File: src/hdl/tpc_pkg.sv
// Types and constants of the passive-open TCP connection state machine.
package tpc_pkg;

  localparam int CFG_IDX_W = 4;

  // Register indexes
  localparam logic [CFG_IDX_W-1:0] REG_LISTEN_PORT = 4'd0;
  localparam logic [CFG_IDX_W-1:0] REG_ADV_WINDOW  = 4'd1;

  localparam logic [15:0] LISTEN_PORT_RESET = 16'd0;
  localparam logic [15:0] ADV_WINDOW_RESET  = 16'd2;

  // Connection states
  localparam logic [1:0] ST_LISTEN      = 2'd0;
  localparam logic [1:0] ST_SYN_RCVD    = 2'd1;
  localparam logic [1:0] ST_ESTABLISHED = 2'd2;
  localparam logic [1:0] ST_LAST_ACK    = 2'd3;

  typedef struct packed {
    logic [15:0] src_port;
    logic [15:0] dst_port;
    logic [31:0] peer_seq;
    logic [31:0] peer_ack;
    logic        in_ack;
    logic        in_rst;
    logic        in_syn;
    logic        in_fin;
    logic [15:0] payload_len;
    logic [31:0] initial_seq;
  } seg_t;

  typedef struct packed {
    logic        send;
    logic [15:0] out_src_port;
    logic [15:0] out_dst_port;
    logic [31:0] out_seq;
    logic [31:0] out_ack_num;
    logic        out_ack;
    logic        out_rst;
    logic        out_syn;
    logic        out_fin;
    logic [15:0] out_window;
  } result_t;

  typedef struct packed {
    logic [CFG_IDX_W-1:0] index;
    logic [15:0]          data;
  } cfg_t;

  typedef struct packed {
    logic [1:0]  conn_state;
    logic [15:0] peer_port;
    logic [31:0] our_seq;
    logic [31:0] expected_seq;
  } state_t;

endpackage

File: src/hdl/tpc_stream_if.sv
// Valid/ready channel carrying one payload per transaction.
interface tpc_stream_if #(
  parameter type payload_t = logic
) ();
  logic     valid;
  logic     ready;
  payload_t payload;

  modport source (output valid, output payload, input ready);
  modport sink   (input valid, input payload, output ready);
endinterface

File: src/hdl/tpc_cfg_regs.sv
// Configuration registers: listening port and advertised window.
module tpc_cfg_regs (
  input  logic        clk,
  input  logic        rst,
  tpc_stream_if.sink  cfg,
  output logic [15:0] listen_port,
  output logic [15:0] adv_window
);
  import tpc_pkg::*;

  assign cfg.ready = 1'b1;

  always_ff @(posedge clk) begin
    if (rst) begin
      listen_port <= LISTEN_PORT_RESET;
      adv_window  <= ADV_WINDOW_RESET;
    end else if (cfg.valid) begin
      unique case (cfg.payload.index)
        REG_LISTEN_PORT: listen_port <= cfg.payload.data;
        REG_ADV_WINDOW:  adv_window  <= cfg.payload.data;
        default: ;
      endcase
    end
  end
endmodule

File: src/hdl/tpc_decide.sv
// Next-state and response logic for one incoming segment.
module tpc_decide (
  input  tpc_pkg::seg_t    seg,
  input  tpc_pkg::state_t  state,
  input  logic [15:0]      listen_port,
  input  logic [15:0]      adv_window,
  output tpc_pkg::state_t  state_next,
  output tpc_pkg::result_t result
);
  import tpc_pkg::*;

  logic        do_send;
  logic        do_reset;
  logic [31:0] seq_v;
  logic [31:0] ack_v;
  logic        f_ack;
  logic        f_syn;
  logic        f_fin;
  logic [31:0] data_end;
  logic        bad_ack;

  // peer_seq + payload_len, plus one when FIN consumes a sequence number
  assign data_end = seg.peer_seq + {16'd0, seg.payload_len} + {31'd0, seg.in_fin};
  assign bad_ack  = !seg.in_ack || seg.in_syn || seg.in_fin ||
                    (state.expected_seq != seg.peer_seq);

  always_comb begin
    state_next = state;
    do_send    = 1'b0;
    do_reset   = 1'b0;
    seq_v      = state.our_seq;
    ack_v      = state.expected_seq;
    f_ack      = 1'b0;
    f_syn      = 1'b0;
    f_fin      = 1'b0;

    if (seg.dst_port != listen_port) begin
      // not for us
    end else if (state.conn_state != ST_LISTEN && state.peer_port != seg.src_port) begin
      do_reset = 1'b1;
    end else if (seg.in_rst) begin
      state_next.conn_state = ST_LISTEN;
    end else begin
      unique case (state.conn_state)
        ST_LISTEN: begin
          if (seg.in_ack || !seg.in_syn || seg.in_fin) begin
            do_reset = 1'b1;
          end else begin
            state_next.peer_port    = seg.src_port;
            state_next.expected_seq = seg.peer_seq + 32'd1;
            state_next.our_seq      = seg.initial_seq + 32'd1;
            state_next.conn_state   = ST_SYN_RCVD;
            do_send = 1'b1;
            seq_v   = seg.initial_seq;
            ack_v   = seg.peer_seq + 32'd1;
            f_ack   = 1'b1;
            f_syn   = 1'b1;
          end
        end
        ST_SYN_RCVD: begin
          if (bad_ack) begin
            do_reset = 1'b1;
          end else begin
            state_next.conn_state = ST_ESTABLISHED;
          end
        end
        ST_ESTABLISHED: begin
          if (seg.in_syn) begin
            do_reset = 1'b1;
          end else if (seg.in_fin || seg.payload_len != 16'd0) begin
            state_next.expected_seq = data_end;
            do_send = 1'b1;
            ack_v   = data_end;
            f_ack   = 1'b1;
            f_fin   = seg.in_fin;
            if (seg.in_fin) begin
              state_next.conn_state = ST_LAST_ACK;
            end
          end
        end
        ST_LAST_ACK: begin
          if (bad_ack) begin
            do_reset = 1'b1;
          end else begin
            state_next.conn_state = ST_LISTEN;
          end
        end
        default: ;
      endcase
    end

    if (do_reset) begin
      state_next.conn_state = ST_LISTEN;
    end

    result = '0;
    if (do_send || do_reset) begin
      result.send         = 1'b1;
      result.out_src_port = listen_port;
      result.out_dst_port = state_next.peer_port;
      result.out_seq      = seq_v;
      result.out_ack_num  = ack_v;
      result.out_ack      = f_ack;
      result.out_rst      = do_reset;
      result.out_syn      = f_syn;
      result.out_fin      = f_fin;
      result.out_window   = adv_window;
    end
  end
endmodule

File: src/hdl/tcp_passive_connection_fsm.sv
// Top level of the passive-open TCP connection state machine.
// A segment is registered at the input; its result is registered at the output when the output is free.
// Throughput: one segment per cycle while the output is taken; the next state is registered with the result.
// One more input is taken while a result waits; then input ready follows output ready.
// Reset (rst, synchronous): state LISTEN, peer port and sequence numbers zero,
// listening port 0, window 2; no clearing pass, usable in the next cycle.
module tcp_passive_connection_fsm (
  input  logic         clk,
  input  logic         rst,
  tpc_stream_if.sink   cfg,
  tpc_stream_if.sink   seg_in,
  tpc_stream_if.source seg_out
);
  import tpc_pkg::*;

  logic [15:0] listen_port;
  logic [15:0] adv_window;

  logic    in_valid;
  seg_t    in_data;
  logic    out_valid;
  result_t out_data;
  state_t  state;
  state_t  state_next;
  result_t result;
  logic    advance;

  tpc_cfg_regs u_cfg (
    .clk         (clk),
    .rst         (rst),
    .cfg         (cfg),
    .listen_port (listen_port),
    .adv_window  (adv_window)
  );

  tpc_decide u_decide (
    .seg         (in_data),
    .state       (state),
    .listen_port (listen_port),
    .adv_window  (adv_window),
    .state_next  (state_next),
    .result      (result)
  );

  assign advance      = in_valid && (!out_valid || seg_out.ready);
  assign seg_in.ready = !in_valid || advance;

  always_ff @(posedge clk) begin
    if (rst) begin
      in_valid <= 1'b0;
    end else if (seg_in.valid && seg_in.ready) begin
      in_valid <= 1'b1;
    end else if (advance) begin
      in_valid <= 1'b0;
    end
  end

  always_ff @(posedge clk) begin
    if (seg_in.valid && seg_in.ready) begin
      in_data <= seg_in.payload;
    end
  end

  always_ff @(posedge clk) begin
    if (rst) begin
      state.conn_state   <= ST_LISTEN;
      state.peer_port    <= '0;
      state.our_seq      <= '0;
      state.expected_seq <= '0;
      out_valid          <= 1'b0;
    end else if (advance) begin
      state     <= state_next;
      out_valid <= 1'b1;
    end else if (seg_out.ready) begin
      out_valid <= 1'b0;
    end
  end

  always_ff @(posedge clk) begin
    if (advance) begin
      out_data <= result;
    end
  end

  assign seg_out.valid   = out_valid;
  assign seg_out.payload = out_data;
endmodule

File: src/flat_wrapper.sv
// flat-port wrapper written by rule: the top's interface ports become plain ports
module tcp_passive_connection_fsm_flat import tpc_pkg::*;
  (clk, rst, cfg_valid, cfg_payload, cfg_ready, seg_in_valid, seg_in_payload, seg_in_ready, seg_out_valid, seg_out_payload, seg_out_ready);
  tpc_stream_if #(.payload_t(cfg_t)) cfg_i ();
  tpc_stream_if #(.payload_t(seg_t)) seg_in_i ();
  tpc_stream_if #(.payload_t(result_t)) seg_out_i ();
  input  logic clk;
  input  logic rst;
  input wire logic [$bits(cfg_i.valid)-1:0] cfg_valid;
  input wire logic [$bits(cfg_i.payload)-1:0] cfg_payload;
  output wire logic [$bits(cfg_i.ready)-1:0] cfg_ready;
  input wire logic [$bits(seg_in_i.valid)-1:0] seg_in_valid;
  input wire logic [$bits(seg_in_i.payload)-1:0] seg_in_payload;
  output wire logic [$bits(seg_in_i.ready)-1:0] seg_in_ready;
  output wire logic [$bits(seg_out_i.valid)-1:0] seg_out_valid;
  output wire logic [$bits(seg_out_i.payload)-1:0] seg_out_payload;
  input wire logic [$bits(seg_out_i.ready)-1:0] seg_out_ready;
  assign cfg_i.valid = cfg_valid;
  assign cfg_i.payload = cfg_payload;
  assign cfg_ready = cfg_i.ready;
  assign seg_in_i.valid = seg_in_valid;
  assign seg_in_i.payload = seg_in_payload;
  assign seg_in_ready = seg_in_i.ready;
  assign seg_out_valid = seg_out_i.valid;
  assign seg_out_payload = seg_out_i.payload;
  assign seg_out_i.ready = seg_out_ready;
  tcp_passive_connection_fsm u_core (.clk(clk), .rst(rst), .cfg(cfg_i), .seg_in(seg_in_i), .seg_out(seg_out_i));
endmodule
File: config.mk
export PLATFORM = sky130hd
export DESIGN_NAME = tcp_passive_connection_fsm_flat
export DESIGN_NICKNAME = d
export VERILOG_FILES = /design/src/hdl/tpc_pkg.sv /design/src/hdl/tpc_stream_if.sv /design/src/hdl/tpc_cfg_regs.sv /design/src/hdl/tpc_decide.sv /design/src/hdl/tcp_passive_connection_fsm.sv /design/src/flat_wrapper.sv
export SDC_FILE = /design/constraint.sdc
export NUM_CORES = 1
export LEC_CHECK = 0
export BUFFER_PORTS_ARGS = -buffer_cell sky130_fd_sc_hd__clkbuf_2
export CORE_MARGIN = 4
export CORE_UTILIZATION = 30
export CTS_CLUSTER_SIZE = 24
export DETAILED_ROUTE_END_ITERATION = 8
export GPL_TIMING_DRIVEN = 0
export PLACE_DENSITY = 0.48
export SETUP_SLACK_MARGIN = 0.2
export SYNTH_ARGS = -nofsm -noshare
export SYNTH_HDL_FRONTEND = slang
export SYNTH_SLANG_ARGS = --single-unit
File: constraint.sdc
create_clock -name clk -period 6.3 [get_ports clk]
set_input_delay 0.945 -clock clk [delete_from_list [all_inputs] [get_ports clk]]
set_output_delay 0.945 -clock clk [all_outputs]
set_load 0.02 [all_outputs]
# Yosys cells after proc, flatten, opt, wreduce, memory -nomap -nowiden
# Cells that the tools add are included.
# totals
register_bits	349
out_inout_bits	120
word_cells	141
# classes
add_sub_neg	4
n_eq_ne	16
n_mux	55
n_bitwise	8
n_reduce_logical	31
# ops
operator	n
32-bit two-way mux	11
82-bit two-way mux	3
32-bit case mux with 2 select lines	2
117-bit two-way mux	1
80-bit two-way mux	1
32-bit by 1-bit adder with 32-bit output, second input constant	2
48-bit two-way mux	1
32-bit by 1-bit adder with 32-bit output	1
32-bit by 16-bit adder with 32-bit output	1
16-bit inequality test	2
32-bit inequality test	1
1-bit two-way mux	26
4-bit by 3-bit inequality test with 1-bit output, second input constant	5
16-bit nonzero test	1
2-bit two-way mux	7
6-bit AND reduction	2
1-bit logical OR	9
9-bit AND reduction	1
1-bit NOT	8
2-bit case mux with 4 select lines	1
2-bit nonzero test	4
7-bit OR reduction	1
2-bit inequality test, second input constant	3
5-bit OR reduction	1
other kinds (12)	19

# Depth between registers and ports, before layout
# logic_depth
word_depth	12
mapped_depth	12
ltp_nobuf	12

# Modules after synthesis
# From an unflattened synthesis, not the netlist that was laid out.
# unflattened
cells_unflattened	1624
area_unflattened_um2	18288.8
# by_module_without_submodules
module	instances	cells_each	area_per_inst_um2	seq_area_each_um2
tcp_passive_connection_fsm	1	630	11736.3	9639.2
tpc_decide	1	866	5165.0	0.0
tpc_cfg_regs	1	128	1387.6	640.6

# Worst setup path before layout
# No wires, ideal clock.
# synth_timing
kind	in2reg
startpoint	input seg_out_ready
endpoint	register, netlist name u_core.state[33]
setup_time_ps	132
arrival_time_ps	4581
setup_slack_ps	1587
stages	7
path_cell_list	nor2b_1 -> nand2b_1 -> inv_1 -> nand2_1 -> buf_2 -> nand2_1 -> a21oi_1
# synth_via
elab_chain_cells	3
# synth_rtl
element	line	source
from (decl)	flat_wrapper.sv:17	input wire logic [$bits(seg_out_i.ready)-1:0] seg_out_ready;
1-bit logical OR	tcp_passive_connection_fsm.sv:45	assign advance = in_valid && (!out_valid || seg_out.ready);
1-bit logical AND	tcp_passive_connection_fsm.sv:45	
named net u_core.advance	tcp_passive_connection_fsm.sv:26	logic advance;
6-bit AND reduction (no source line)	n/a	
# The timed path passes the listed nets, and every way through them passes these cells.
# A chain may end at the register's enable or synchronous reset.

# Worst setup path in the final report
# layout_timing
startpoint	register u_core.in_data[48] in the netlist's numbering
endpoint	register u_core.out_data, in the netlist u_core.seg_out.payload[40], data pin
# layout_via
elab_chain_cells	8
elab_cells_between_ends	26
# layout_rtl
element	line	source
from (decl)	tcp_passive_connection_fsm.sv:20	seg_t in_data;
from (signal assigned)	tcp_passive_connection_fsm.sv:60	in_data <= seg_in.payload;
branches (longest 8 deep; another with 32-bit by 1-bit adder with 32-bit output)	n/a	
to (signal assigned)	tcp_passive_connection_fsm.sv:81	out_data <= result;
to (decl)	tcp_passive_connection_fsm.sv:22	result_t out_data;
# Parallel ways; which one is timed is not known.

==> run metrics <==
endpoints failing hold 0; CTS sink count 349; top cell type's share of synthesized area 42.1%; Final setup viols 0; Async SR Flop Fraction 0%; Netlist cell types 81; WP buf/inv 1; Slew headroom 26.4%; final clock skew 0.0321 ns; CP top delay family compound AO/OA/AOI/OAI gates; routed vias 13.6k; # nets final 2,108; critical path launch point type register; crit path max fanout 8; Post-Syn Instances 1,607; Combinational Power Share 7.5%; Critical Path, Cell by Cell fa_1 > inv_1 > fa_1 > nor2b_1 > o31a_1 > o21ai_1 > a211oi_2 > nor2_2 > o21a_1 > o311a_1 > a222oi_1 > nor2_1; reg-to-reg slack, setup 2.26 ns; Core ar. 0.0543 sq mm; I/O pins 293; number of synthesized flops with an enable pin 233; total of max-cap violations 0; number of setup buffers added after CTS 0; Hold WC Path Type register to register; Synth Register Bits 349; Chip Height 243 microns; prevailing post-synth register cell edfxtp_1; Worst Tran Pin Value 1.10 ns; worst-skew pair later-pin latency 0.59 ns; root buffer cell clkbuf_16; die width 243 microns; Int Pwr 4.15 mW; vias per cell 5.05; die area 0.0592 sq mm; total power 5.49 mW; most frequent CP cell fa_1; average size of a mapped cell 10.3 sq um; htree depth 2; overall routed net length 60.6 mm; register area share after synthesis 56.1%; DP HPWL 44.2 mm; share of layout cells above drive strength 1 20.0%; dominant cell type by area after synthesis edfxtp_1; Worst-path clk slew 0.06 ns; FP Rows 85; vias in the first global route 13.6k; Worst EP required 6.62 ns; Synth Cell Area 0.0166 sq mm; Buffers on Ports 258; Gates resized, CTS repair 0; antenna violations before repair 4; Post-DRT Antenna Nets 0; Slew Viols, Final 0; CTS tree yes; drt pass-1 iters 7; deepest clock path buffer count 3; Pleak 7.38 nW; fmax 0.247 GHz; largest stage delay on the critical path 0.61 ns; synth cell count leaders nand2_1, edfxtp_1, a21oi_1, nor2_1, dfxtp_1; CP Class register to register; DR WL/cell 22.5 microns; count leader, synth nand2_1; largest net degree at the start of global routing 80; P&R area growth vs syn 22.3%; Initial Util 30.6%; syn_nets 1,803; PD cells 270 mW/mm^2; Clk network pwr share 45.4%; RSZ-0062 raised after global routing false; Period minus WS final 4.04 ns; Reg power frac 47.1%; total grt overflow 0; CP endpoint kind register; Sw Ratio 24.5%; DRC errors left 0; slowest stage cell, crit path edfxtp_1; Inst Count DP 2,606; Num CTS Buffers 43; setup_tns 0 ns; Arr. time, crit path 4.36 ns; Ys Warns 0; CTS Hold Buffers Added 0; Max IR drop VDD 0.168 mV; Initial DRC Count 1,177; Total Routing Usage GR 20.0%; synth top area cells edfxtp_1, dfxtp_1, nand2_1; Final Cycle Share 64.1%; status finished clean; routability cong. 0.923; Psw 1.34 mW; global-route wire length before repair 89.9 mm; non-filler cells in the finished layout 2,688
## stage by stage
step                hold slack, ns  worst slack (ns)  utilization (%)  area [sq um]
floorplan                    0.436              1.59                -         16600
global placement             0.455            -0.922             34.6         18800
detailed placement           0.462              2.35             34.8         18900
CTS                          0.476              2.34             37.4         20300
global route                 0.491              2.08             37.4         20300
finish                       0.468              2.26             37.4         20300
## tightest hold or removal path: cells and delay by family (launching register included)
family	cells	cell delay, ns
flops	1	0.32
mux	1	0.07
simple gates	1	0.06
## state kept, by name (all words and copies together) (netlist names)
name	cells
u_core.u_cfg.adv_window	16
u_core.state	82
u_core.in_valid	1
u_core.in_data	116
u_core.seg_out.payload	117
u_core.u_cfg.listen_port	16
u_core.seg_out.valid	1
## cell type report
cell class                      count  area [sq um]
Clock buffer                       60          1260
Inverter                           15          61.3
Tap cell                          739           925
Buffer                             96           425
Sequential cell                   349          9320
Fill cell                        5477         34000
Multi-Input combinational cell   1147          6820
Clock inverter                     20           160
Timing Repair Buffer              260          1350
Antenna cell                        2          5.00
## power by group through the flow
stage / clock network (mW) / registers (mW) / logic [mW]
floorplan: 0 / 2.66 / 0.197
global placement: 0 / 2.65 / 0.406
detailed placement: 0 / 2.64 / 0.415
CTS: 2.56 / 2.59 / 0.417
global route: 2.67 / 2.60 / 0.449
finish: 2.49 / 2.59 / 0.414
## kinds of logic after synthesis
group	synth area share (%)
AND/OR/NAND/NOR	16.7
AO/OA/AOI/OAI	14.0
flip-flops	56.1
XOR/XNOR	7.22
buffers and inverters	2.90
adder cells (fa/ha/maj)	1.82
multiplexers	1.20
other	0.0226
## worst paths after layout
path / startpoint / end / cells past startpoint
hold reg to reg: u_core.u_cfg.adv_window[1] / u_core.u_cfg.adv_window[1] / 2
hold / removal: u_core.u_cfg.adv_window[1] / u_core.u_cfg.adv_window[1] / 2
setup reg to reg: u_core.in_data[48] / u_core.seg_out.payload[40] / 12
setup / recovery: u_core.in_data[48] / u_core.seg_out.payload[40] / 12
## cells in the final DEF (no fill, tap or decap), drive strengths merged, types with 5 or more instances in the layout
cell / instances
clkbuf: 372
nand2: 277
edfxtp: 233
a21oi: 139
nor2: 128
dfxtp: 116
xor2: 96
o21ai: 55
and2: 48
nand3: 45
buf: 44
xnor2: 41
a211oi: 40
nor3: 24
ha: 21
mux2i: 20
and3: 17
nor4: 16
clkinv: 16
inv: 15
nand2b: 14
o21a: 12
nand4: 10
o31ai: 10
o211ai: 9
a22oi: 8
a21o: 6
a311oi: 6
o221a: 6
nor2b: 5
o22ai: 5
or3: 5
a22o: 5
a32o: 5
a222oi: 5
a21boi: 5
a31oi: 5
## routing by layer
metal,global-route usage (%),vias up,routed length (microns)
met4,7.01,2,1980
met1,27.9,6575,27600
met3,4.10,108,4140
met5,0,-,7
li1,-,6398,-
met2,30.8,493,26900
No activity file was read; power rests on OpenSTA's default activity.
